## src/design/pfa_ram.sv

```systemverilog
module pfa_ram #(
  parameter int WIDTH = 8,
  parameter int DEPTH = 256
) (
  input  logic                     clk,
  input  logic                     we,
  input  logic [$clog2(DEPTH)-1:0] addr,
  input  logic [WIDTH-1:0]         wdata,
  output logic [WIDTH-1:0]         rdata
);

  logic [WIDTH-1:0] mem [DEPTH];

  always_ff @(posedge clk) begin
    if (we) begin
      mem[addr] <= wdata;
    end
    rdata <= mem[addr];
  end

endmodule

```

## config.mk

```make
export PLATFORM = sky130hd
export DESIGN_NAME = pfa_ram
export DESIGN_NICKNAME = d
export VERILOG_FILES = /design/src/design/pfa_ram.sv
export SDC_FILE = /design/constraint.sdc
export NUM_CORES = 2
export LEC_CHECK = 0
export BUFFER_PORTS_ARGS = -buffer_cell sky130_fd_sc_hd__buf_2
export CAP_MARGIN = 10
export CORE_MARGIN = 1
export CORE_UTILIZATION = 45
export DETAILED_ROUTE_END_ITERATION = 10
export GPL_ROUTABILITY_DRIVEN = 1
export SLEW_MARGIN = 20
export SYNTH_ARGS = -nofsm -noshare
export SYNTH_HDL_FRONTEND = slang
export SYNTH_SLANG_ARGS = --single-unit
```

## constraint.sdc

```tcl
create_clock -name clk -period 6.3 [get_ports clk]
set_input_delay 0.315 -clock clk [delete_from_list [all_inputs] [get_ports clk]]
set_output_delay 0.315 -clock clk [all_outputs]
set_load 0.005 [all_outputs]
```

==> results by group <==
Hold path
  – Worst Hold Class: primary input to flip-flop

Clocking
  – Worst skew pair latency: 810 ps
  – Total CTS buffers: between 200 and 250
  – Post-CTS setup buffers: 0
  – Total clock sinks: 2056
  – Post-cts resize count: 0
  – Max clock buf depth: 3
  – Root Driver: clkbuf_16
  – CTS tree: yes
  – Reg clk slew, reported paths: 60 ps
  – H-tree level count: 4

Worst setup path
  – Critical path launch point type: primary input
  – Critical Path AT: just over 4000 ps
  – Critical path type: primary input to flip-flop
  – Crit path required time: roughly 7000 ps
  – Worst setup EP type: flip-flop
  – CP Max Fanout: 58

STA
  – Setup TNS: 0 ps
  – Hold_ws: approximately 37 ps
  – Final period utilization: 0.5521
  – RSZ-0062 raised after global routing: no
  – Slew Limit Fails: 0
  – Final setup fails: 0
  – F_max: about 290 MHz
  – Max-slew headroom: 0.2058
  – Min Tclk post-route: about 3500 ps
  – Fin. Hold Viols: 0
  – Worst slew pin tran: about 1200 ps
  – Clock skew: a little under 30 ps

Power
  – Cell leakage power: roughly 27 nW
  – Power Density: around 320 mW/mm^2
  – Worst vdd ir: 0.2872 mV
  – Total power: roughly 28 mW

Drt
  – TritonRoute pass-1 iters: 5
  – Vias: about 37000
  – Vias per inst: around 6.1
  – WL final: 192.0 mm
  – DRC errors left: 0
  – WL/cell: 31.27 um
  – DR iter-0 viols: a little under 4000
  – Final ANT Viol Nets: 0

Yosys
  – Synth area leaders: edfxtp_1 78%, mux4_2 15%, a22oi_1 2.4%, nor2_1 1.1%, a21oi_1 0.82%
  – Syn_nets: about 3600
  – Ys async rst share: 0
  – Count leader, synth: edfxtp_1
  – Yosys warns: 0
  – Commonest cells in the netlist: 2048 x edfxtp_1, 512 x mux4_2, 256 x a22oi_1, 232 x nor2_1, 145 x clkbuf_1
  – Synth top area share: 0.7835
  – Area leader, netlist: edfxtp_1
  – Synthesized area per cell: around 22 um^2
  – Ys flop type: edfxtp_1
  – Mapped Area: 0.07849 mm^2
  – Sequential fraction of the synthesis area: 0.7855
  – Number of distinct library cells after synthesis: 22
  – Mapped Cells: 3547
  – Flops & latches, synth: 2056
  – Post-synth EDFFs: between 2000 and 2500

Die
  – Starting Density: 0.4550
  – Row count: approximately 150
  – Core area: roughly 0.17 mm^2
  – Die height: between 400 and 500 um
  – # IOs: 26
  – Chip width: about 420 um
  – DIE AREA: around 0.18 mm^2

Cells and area
  – Final instance area: ~0.088 mm^2
  – Layout cells sized above 1: 0.2566
  – # fillers: 13430
  – Utilization after layout: 0.5121
  – Total Nets Final: 3675
  – Layout overhead on the synthesized area: 12.54%

Global routing
  – Total global-route track usage: 0.2215
  – First-pass GRT wire length: between 200 and 300 mm
  – GRT overflow: 0
  – Number of global-route vias before repair: 38020
  – Largest net degree at the start of global routing: 228
  – Antenna violations before repair: 6

Placement
  – DP Area: a little over 0.08 mm^2
  – Hpwl dp: ~110 mm
  – Final GP Congestion: slightly below 0.8
  – I/O Buffers: 25

Flow run
  – Max_cap viols: 0

Run status
  – Status: complete, no violations
power by group:
part	internal, mW	switching (mW)	total, mW
clock	6.90	5.11	12.0
sequential	15.1	0.0304	15.1
combinational	0.425	0.818	1.24
critical path, cell delays in order:
cell and delay, ps:
buf_8 390, buf_4 610, buf_4 610, mux4_2 400
a22oi_1 310, a21oi_1 170, o41ai_1 840, buf_4 270
nand4_1 100
state kept, by name (all words and copies together) (netlist names):
name,flops
rdata,8
mem,2048
stage by stage:
stage | std cells | worst slack, ps
finish | 6141 | 2822
global route | 6138 | 2735
CTS | 6137 | 2827
detailed placement | 5760 | 1960
global placement | 5751 | 1552
floorplan | 3547 | 3766
layout by cell type (no fill, tap or decap), types with 3 or more instances in the layout:
| cell | instances |
|---|---|
| diode_2 | 4 |
| clkinvlp_4 | 7 |
| edfxtp_1 | 2048 |
| nand3_1 | 11 |
| clkbuf_1 | 35 |
| buf_8 | 10 |
| nor3_1 | 24 |
| mux4_2 | 512 |
| clkinv_2 | 44 |
| o41ai_1 | 14 |
| o41ai_2 | 18 |
| dlygate4sd3_1 | 3 |
| buf_12 | 14 |
| a22oi_1 | 256 |
| nor2b_1 | 5 |
| bufinv_16 | 22 |
| nand2b_1 | 4 |
| nand2_1 | 27 |
| buf_4 | 94 |
| buf_2 | 16 |
| clkinv_4 | 5 |
| nor2_1 | 224 |
| clkbuf_16 | 207 |
| nand4_1 | 8 |
| inv_6 | 5 |
| a21oi_1 | 128 |
| nor3_2 | 6 |
| clkinv_1 | 46 |
| nor2_2 | 7 |
| dfxtp_1 | 8 |
per-layer routing:
layer  part of all wire  up-vias  GRT usage
li1                   -    15330          -
met1               0.42    20270     0.3206
met2               0.49     1460     0.3511
met3              0.066      252    0.03747
met4              0.023        6    0.05753
met5            0.00022        -          0
worst paths after layout:
| check | from | end | slack [ps] | cells after the start |
|---|---|---|---|---|
| setup / recovery | addr[1] | rdata[2] | 2820 | 9 |
| hold / removal | wdata[4] | mem[76][4] | 40 | 1 |
| setup reg to reg | mem[95][2] | rdata[2] | 3490 | 6 |
| hold reg to reg | mem[150][6] | rdata[6] | 990 | 5 |
area by class of cell:
cell class | instances | area (um^2) | area share
Tap cell | 2310 | 2890 | 0.03272
Timing Repair Buffer | 138 | 1257 | 0.01423
Clock inverter | 132 | 1246 | 0.01411
Antenna cell | 4 | 10.01 | 0.0001133
Multi-Input combinational cell | 1258 | 15960 | 0.1807
Clock buffer | 242 | 5311 | 0.06013
Sequential cell | 2056 | 61660 | 0.6980
Inverter | 1 | 3.754 | 0.00004249
repair_timing:
action	CTS	global route
hold endpoints to repair	106	0
endpoints found under the setup margin	0	0
hold buffers	3	0
kinds of logic after synthesis:
logic type,synth area share
buffers and inverters,0.01401
flip-flops,0.7855
AO/OA/AOI/OAI,0.03622
AND/OR/NAND/NOR,0.01733
multiplexers,0.1469
(Power assumes the default switching activity.)
