[config.mk]
export PLATFORM = sky130hd
export DESIGN_NAME = pfa_div
export DESIGN_NICKNAME = d
export VERILOG_FILES = /design/src/design/pfa_pkg.sv /design/src/design/pfa_div.sv
export SDC_FILE = /design/constraint.sdc
export NUM_CORES = 1
export LEC_CHECK = 0
export BUFFER_PORTS_ARGS = -buffer_cell sky130_fd_sc_hd__buf_2
export CAP_MARGIN = 40
export CORE_MARGIN = 2
export CORE_UTILIZATION = 50
export DETAILED_ROUTE_END_ITERATION = 16
export PLACE_DENSITY = 0.84
export SYNTH_ARGS = -nofsm -noshare
export SYNTH_HDL_FRONTEND = slang
export SYNTH_SLANG_ARGS = --single-unit
[constraint.sdc]
create_clock -name clk -period 2.7 [get_ports clk]
set_input_delay 0.27 -clock clk [delete_from_list [all_inputs] [get_ports clk]]
set_output_delay 0.27 -clock clk [all_outputs]
set_load 0.005 [all_outputs]
[src/design/pfa_pkg.sv]
package pfa_pkg;

  localparam int NUM_FRAMES = 256;
  localparam int MAX_PROCS  = 16;
  localparam int MAX_PAGES  = 256;

  localparam int FRAME_W  = $clog2(NUM_FRAMES);
  localparam int FCNT_W   = FRAME_W + 1;
  localparam int PAGE_W   = $clog2(MAX_PAGES);
  localparam int PCNT_W   = PAGE_W + 1;
  localparam int SLOT_W   = (MAX_PROCS > 1) ? $clog2(MAX_PROCS) : 1;
  localparam int ADDR_W   = SLOT_W + PAGE_W;
  localparam int ENTRY_W  = 1 + FRAME_W;
  localparam int DEPTH    = MAX_PROCS * MAX_PAGES;

  localparam int PSIZE_W  = 17;
  localparam int MSIZE_W  = 25;
  localparam int BYTES_W  = 24;
  localparam int PID_W    = 16;
  localparam int PNUM_W   = 8;
  localparam int FNUM_W   = 8;
  localparam int STATUS_W = 3;
  localparam int CFG_W    = 25;
  localparam int DIV_W    = 25;
  localparam int DCNT_W   = $clog2(DIV_W + 1);

  localparam logic [PSIZE_W-1:0] PAGE_SIZE_RST   = PSIZE_W'(32);
  localparam logic [MSIZE_W-1:0] MEMORY_SIZE_RST = MSIZE_W'(4096);

  typedef enum logic [1:0] {
    OP_CREATE    = 2'd0,
    OP_DESTROY   = 2'd1,
    OP_RESIZE    = 2'd2,
    OP_TRANSLATE = 2'd3
  } op_t;

  typedef enum logic [STATUS_W-1:0] {
    STAT_OK       = 3'd0,
    STAT_NOPID    = 3'd1,
    STAT_NOFRAMES = 3'd2,
    STAT_NOSLOT   = 3'd3,
    STAT_RANGE    = 3'd4
  } status_t;

  typedef enum logic {
    CFG_PAGE_SIZE   = 1'b0,
    CFG_MEMORY_SIZE = 1'b1
  } cfg_idx_t;

  typedef enum logic [4:0] {
    S_IDLE,
    S_T_EV,
    S_D_RD,
    S_D_EV,
    S_R_DIVN,
    S_C_RD,
    S_C_EV,
    S_C_END,
    S_S_RD,
    S_S_EV,
    S_R_DIVL,
    S_F_CNT,
    S_E_RD,
    S_E_EV,
    S_P_FIND,
    S_DONE,
    S_INIT
  } state_t;

endpackage

[src/design/pfa_div.sv]
module pfa_div (
  input  logic                         clk,
  input  logic                         rst,
  input  logic                         start,
  input  logic [pfa_pkg::DIV_W-1:0]    num,
  input  logic [pfa_pkg::PSIZE_W-1:0]  den,
  output logic                         done,
  output logic [pfa_pkg::DIV_W-1:0]    quo
);
  import pfa_pkg::*;

  logic [DCNT_W-1:0]  cnt;
  logic               busy;
  logic [PSIZE_W-1:0] rem;
  logic [PSIZE_W-1:0] den_r;
  logic [PSIZE_W:0]   trial;
  logic               fits;

  assign trial = {rem, quo[DIV_W-1]};
  assign fits  = trial >= {1'b0, den_r};

  always_ff @(posedge clk) begin
    if (rst) begin
      busy <= 1'b0;
      done <= 1'b0;
      cnt  <= '0;
    end else begin
      done <= 1'b0;
      if (start) begin
        busy  <= 1'b1;
        cnt   <= DCNT_W'(DIV_W);
        rem   <= '0;
        quo   <= num;
        den_r <= den;
      end else if (busy) begin
        rem <= fits ? PSIZE_W'(trial - {1'b0, den_r}) : trial[PSIZE_W-1:0];
        quo <= {quo[DIV_W-2:0], fits};
        cnt <= cnt - DCNT_W'(1);
        if (cnt == DCNT_W'(1)) begin
          busy <= 1'b0;
          done <= 1'b1;
        end
      end
    end
  end

endmodule

==> flow_summary.toml, run 1 <==
[run_status]
status = "complete, but fails checks"
violations = "negative setup slack"

[logic_synthesis]
synth_ff_type = "edfxtp_1"
synth-seq-cells = 66
yosysWarnings = 0
synth.most_common_cell = "edfxtp_1"
synth_top_cell_by_area = "edfxtp_1"
yosysTopAreaCellShare_pct = 48.9
synth_edf_count = 59
syn_nets = 375
netlist_instances = 310
ys_top_cells_by_area = "edfxtp_1, mux2_2, ha_1, dfxtp_1, a21oi_1"
synth-seq-area-share_pct = 52.8
synth_cell_types = 46
syn_area_per_cell_um2 = 11.7
synth_commonest_cells = "edfxtp_1, nor2_1, mux2_2, a21oi_1, inv_1"
synthArstFlopShare_pct = 0
syn_area_um2 = 3620

[floorplanning]
die_w_um = 89.1
chipHeight_um = 89.1
io_pins = 71
num_rows = 31
core_um2 = 7140
start_util_pct = 50.7
dieArea_um2 = 7940

[setup_path]
cp.arrival_ns = 2.87
r2r_cells = 12
start_kind = "flop"
crit_path_max_fanout = 6
cp-end-kind = "flop"
required_ns = 2.81
crit_type = "flop to flop"

[cells_and_area]
seqCellArea_um2 = 1910
final_nets = 467
syn2layout_area_growth_pct = 26.6
multi_input_area_um2 = 1700
drive_above_1_share_pct = 39.3
n_antenna_cell = 0
nFillCells = 542

[timing]
tightest_slew_ns = 0.639
fmax_ghz = 0.361
fin_skew_ns = 0.0110
rsz0062_at_grt = "yes"
setup_viol = 10
finalHoldViolCount = 0
slew_headroom_pct = 57.4
period_share_pct = 102
maxSlewViolCount = 0
min_period_ns = 2.77
timing.final.ws_setup_ns = -0.0672

[power_and_ir_drop]
ir_drop_uv = 342
powerDensity_nw_per_um2 = 616
finalPower_mw = 2.82
p_leak_nw = 1.91

[cts]
cts_sinks = 66
cts_tree = "yes"
ctsHoldBuffers = 0
clk_latency_ns = 0.35
numCtsBuffers = 9
clk_pin_slew_worst_paths_ns = 0.08
cts_max_level = 3
clock_path_buffers = 2
clockRootBuffer = "clkbuf_8"

[grt]
grt_max_degree = 34
grt_first_pass_wirelength_um = 13000
grt_pass1_vias = 2825
grt_antenna_before_repair = 0
grtUsageTotal_pct = 21.8
overflow = 0

[hold_path]
min_path_type = "input pin to flop"
min_path_cells = 1

[placed_design]
dp_slack_ns = -0.0337
io_buffers = 70
dp_hpwl_um = 5860
gp_congestion = 0.885

[drt]
dr.pass1.iters = 6
drt_wl_total_um = 8600
via_per_inst = 5.70
drtIter0Drc = 194
drc_errors = 0
wl_per_cell_um = 17.0
antenna_left = 0
vias = 2882

[job]
maxCapViolations = 0
-- per-layer routing --
layer	GRT usage (%)	wire length, µm
met1	25.8	3340
met2	36.2	4260
met3	8.31	821
met4	8.28	174
met5	0	0
-- registers in the layout, indices dropped and copies added (netlist names) --
name   cells
quo       25
den_r     17
rem       17
cnt        5
busy       1
done       1
-- area by class of cell --
class                   instances  area share [%]
multi-input cells             207            37.0
inverters                      22            1.80
flip-flops and latches         66            41.7
clock inverters                 4           0.573
repair buffers                 96            12.8
clock buffers                  12            3.39
well taps                      99            2.70
-- layout by cell type, fill, tap and decap left out, types with 4 or more instances in the layout --
master	instances
buf_2	70
edfxtp_1	59
mux2_2	24
nor2_1	22
buf_4	21
inv_1	20
a21oi_1	19
ha_1	18
nand2_1	11
o21ai_0	11
clkbuf_8	11
nand4_1	9
mux2i_1	8
xnor2_1	7
dfxtp_1	7
a21o_1	6
or3_1	6
nor2_4	4
nand3_1	4
nor3b_1	4
a211oi_2	4
xor2_1	4
-- worst paths after layout --
check | from | to | slack, ns
hold reg to reg | cnt[1] | cnt[1] | 0.52
hold / removal | den[11] | den_r[11] | 0.09
setup reg to reg | quo[24] | quo[0] | -0.07
setup / recovery | quo[24] | quo[0] | -0.07
-- critical path: stages (launching register included) --
cell	delay, ns
edfxtp_1	0.42
inv_2	0.10
ha_4	0.14
inv_2	0.03
fa_2	0.34
a21o_1	0.18
buf_4	0.13
buf_6	0.11
a221oi_4	0.23
a2111o_1	0.24
nand3_4	0.14
buf_8	0.20
mux2_4	0.26
-- report_power, final --
part           internal, mW  switching [mW]
clock network         0.382           0.394
registers              1.22          0.0474
logic                 0.373           0.409
-- stage by stage --
| stage | cells | setup TNS, ns | instance area (µm²) | hold WS, ns | utilization, % |
|---|---|---|---|---|---|
| floorplan | 310 | -0.0274 | 3630 | 0.369 | - |
| global placement | 482 | 0 | 4170 | 0.448 | 58.4 |
| detailed placement | 482 | -0.0572 | 4170 | 0.448 | 58.4 |
| CTS | 501 | -0.0585 | 4380 | 0.0769 | 61.4 |
| global route | 506 | -1.27 | 4580 | 0.0731 | 64.2 |
| finish | 506 | -0.409 | 4580 | 0.0918 | 64.2 |
-- timing repair --
| item | CTS | global route |
|---|---|---|
| buffers inserted | 3 | 5 |
| pin swaps | 3 | 6 |
| gates resized for setup | 2 | 32 |
| endpoints found under the setup margin | 4 | 17 |
| cloned | 0 | 1 |
-- logic make-up (layout without fill, tap and decap cells) --
logic type,Yosys count,in the layout,share of synthesized area [%]
compound gates,65,65,11.9
xor+xnor,11,11,2.66
fa+ha+maj,20,20,7.12
buf+inv,37,134,4.28
flops,66,66,52.8
mux,34,34,10.3
simple gates,77,77,11.0
Power figures use the tool's default switching activity.
==> run 2, diff against run 1 <==
--- a/config.mk
+++ b/config.mk
@@ -5,12 +5,13 @@
 export SDC_FILE = /design/constraint.sdc
 export NUM_CORES = 1
 export LEC_CHECK = 0
+export ABC_AREA = 1
 export BUFFER_PORTS_ARGS = -buffer_cell sky130_fd_sc_hd__buf_2
 export CAP_MARGIN = 40
 export CORE_MARGIN = 2
-export CORE_UTILIZATION = 50
+export CORE_UTILIZATION = 51
 export DETAILED_ROUTE_END_ITERATION = 16
-export PLACE_DENSITY = 0.84
+export PLACE_DENSITY = 0.85
 export SYNTH_ARGS = -nofsm -noshare
 export SYNTH_HDL_FRONTEND = slang
 export SYNTH_SLANG_ARGS = --single-unit
==> run 2 against run 1 <==
  * The run now ends clean
  * Wire length rose by 3.4%
  * Largest cell class unchanged
  * Non-clock buffer count fell by 21
  * Critical endpoint is now rem[16]
  * Critical path depth is the same
  * Count of clock-buffer cells in the layout unchanged
  * Total power fell by 5.4%
  * Setup slack better by 0.52 ns
  * Die area up 9.9%
  * Final cell count up 36%
  * Maximum frequency rose by 23%
  * Critical path type unchanged
  * Global-route usage is essentially flat
  * Sequential share of layout area decreased by 0.80 points
==> flow_summary.toml, run 2 <==
[logic_synthesis]
netlist_instances = 509
synth.most_common_cell = "nand2_1"
syn_area_per_cell_um2 = 8.01
yosysWarnings = 0
synth_cell_types = 33
synthArstFlopShare_pct = 0
synth-seq-cells = 66
yosysTopAreaCellShare_pct = 43.5
syn_area_um2 = 4080
synth_commonest_cells = "nand2_1, inv_1, edfxtp_1, nor2_1, ha_1"
synth_ff_type = "edfxtp_1"
synth-seq-area-share_pct = 46.9
synth_edf_count = 59
synth_top_cell_by_area = "edfxtp_1"
ys_top_cells_by_area = "edfxtp_1, nand2_1, inv_1, ha_1, nor2_1"
syn_nets = 574

[timing]
period_share_pct = 83.2
setup_viol = 0
setup-tns-final_ns = 0
min_period_ns = 2.25
slew_headroom_pct = 68.6
tightest_slew_ns = 0.472
fin_skew_ns = 0.0101
maxSlewViolCount = 0
finalHoldViolCount = 0
rsz0062_at_grt = "no"
fmax_ghz = 0.445
holdWs_ns = 0.106

[grt]
overflow = 0
grt_antenna_before_repair = 0
grt_first_pass_wirelength_um = 15100
grt_pass1_vias = 3417
grt_max_degree = 43
grtUsageTotal_pct = 21.9

[cells_and_area]
final_common_cell = "nand2_1"
drive_above_1_share_pct = 20.4
layout_common_cells = "nand2_1, inv_1, buf_2"
seqCellArea_um2 = 1910
largest_register_ffs = 25
multi_input_area_um2 = 1780
final_nets = 648
top_register = "quo"
n_antenna_cell = 0
syn2layout_area_growth_pct = 14.6
nFillCells = 680
top_regs = "quo (25), den_r (17), rem (17)"

[cts]
clk_latency_ns = 0.34
clockRootBuffer = "clkbuf_8"
clock_path_buffers = 2
clk_pin_slew_worst_paths_ns = 0.07
cts-resized-gates = 0
post_cts_buffers = 0
ctsHoldBuffers = 0
numCtsBuffers = 9
cts_max_level = 3
cts_sinks = 66
cts_tree = "yes"

[drt]
vias = 3470
drc_errors = 0
wl_per_cell_um = 12.9
drtIter0Drc = 207
dr.pass1.iters = 6
antenna_left = 0
via_per_inst = 5.03
drt_wl_total_um = 8890

[setup_path]
timing.rr.end = "rem[16]"
crit_type = "flop to flop"
r2r-start = "quo[24]"
required_ns = 2.80
reg2reg_slack_ns = 0.45
cp-end-kind = "flop"
cp.arrival_ns = 2.34
r2r_cells = 12
start_kind = "flop"
crit_path_max_fanout = 15

[floorplanning]
core_um2 = 7730
dieArea_um2 = 8720
die_w_um = 93.4
num_rows = 32
chipHeight_um = 93.4
io_pins = 71
start_util_pct = 52.8

[power_and_ir_drop]
ir_drop_uv = 385
p_leak_nw = 2.43
finalPower_mw = 2.67
powerDensity_nw_per_um2 = 571

[hold_path]
worstHoldStart = "den[2]"
min_path_type = "input pin to flop"
min_path_cells = 1
hold_path_end = "den_r[2]"

[job]
maxCapViolations = 0

[placed_design]
io_buffers = 70
dp_hpwl_um = 6940
gp_congestion = 0.908

[run_status]
status = "complete, no violations"
-- run 2: critical path: stages, from the launching register on --
cell and delay (ns):
edfxtp_1 0.38, inv_1 0.11, ha_1 0.15, inv_1 0.08, fa_1 0.45, nand3_2 0.12, nand3_2 0.11, nand2_4 0.18
nand2_8 0.12, nand2_1 0.13, nand2_1 0.06, nand2_1 0.05, inv_1 0.03
-- run 2: cell type report --
| class | instances | share of cell area, % |
|---|---|---|
| clock inverter | 4 | 0.402 |
| multi-input combinational | 348 | 38.1 |
| timing repair buffer | 75 | 8.30 |
| tap | 102 | 2.73 |
| inverter | 83 | 6.67 |
| clock buffer | 12 | 2.89 |
| sequential | 66 | 40.9 |
-- run 2: logic make-up (layout without fill, tap and decap cells) --
family,Yosys count,count (layout),synth area share (%)
AND/OR/NAND/NOR,305,305,33.2
buffers and inverters,95,174,9.70
flip-flops,66,66,46.9
adder cells (fa/ha/maj),20,20,6.32
AO/OA/AOI/OAI,15,15,2.12
XOR/XNOR,8,8,1.72
-- run 2: per-layer routing --
layer	part of all wire, %	global-route usage, %	vias up
met5	0	0	-
met4	1.9	7.97	0
met3	7.1	5.08	20
met2	47	37.0	149
met1	44	27.3	1567
li1	-	-	1734
-- run 2: per-stage QoR --
stage          cell area, µm²  setup slack (ns)  util [%]  cells
5_1_grt                  4670             0.241      60.5    690
6_report                 4670             0.453      60.5    690
3_5_place_dp             4520             0.490      58.5    674
3_3_place_gp             4520             0.556      58.5    674
2_1_floorplan            4080             0.400         -    509
4_1_cts                  4670             0.467      60.5    690
-- run 2: power by group --
part           internal [mW]  leakage [nW]  switching (mW)
registers               1.22         0.624          0.0415
logic                  0.266          1.73           0.470
clock network          0.326        0.0816           0.349
total                   1.81          2.43           0.860
-- run 2: worst max path at each step --
stage            start  endpoint  slack, ns  depth (start not counted)
6_report       quo[24]   rem[16]       0.45                         12
3_5_place_dp   quo[24]   rem[13]       0.49                         12
2_1_floorplan    start    quo[0]       0.40                          4
5_1_grt        quo[24]   rem[14]       0.24                         14
4_1_cts        quo[24]   rem[13]       0.47                         12
3_3_place_gp   quo[24]   rem[13]       0.56                         12
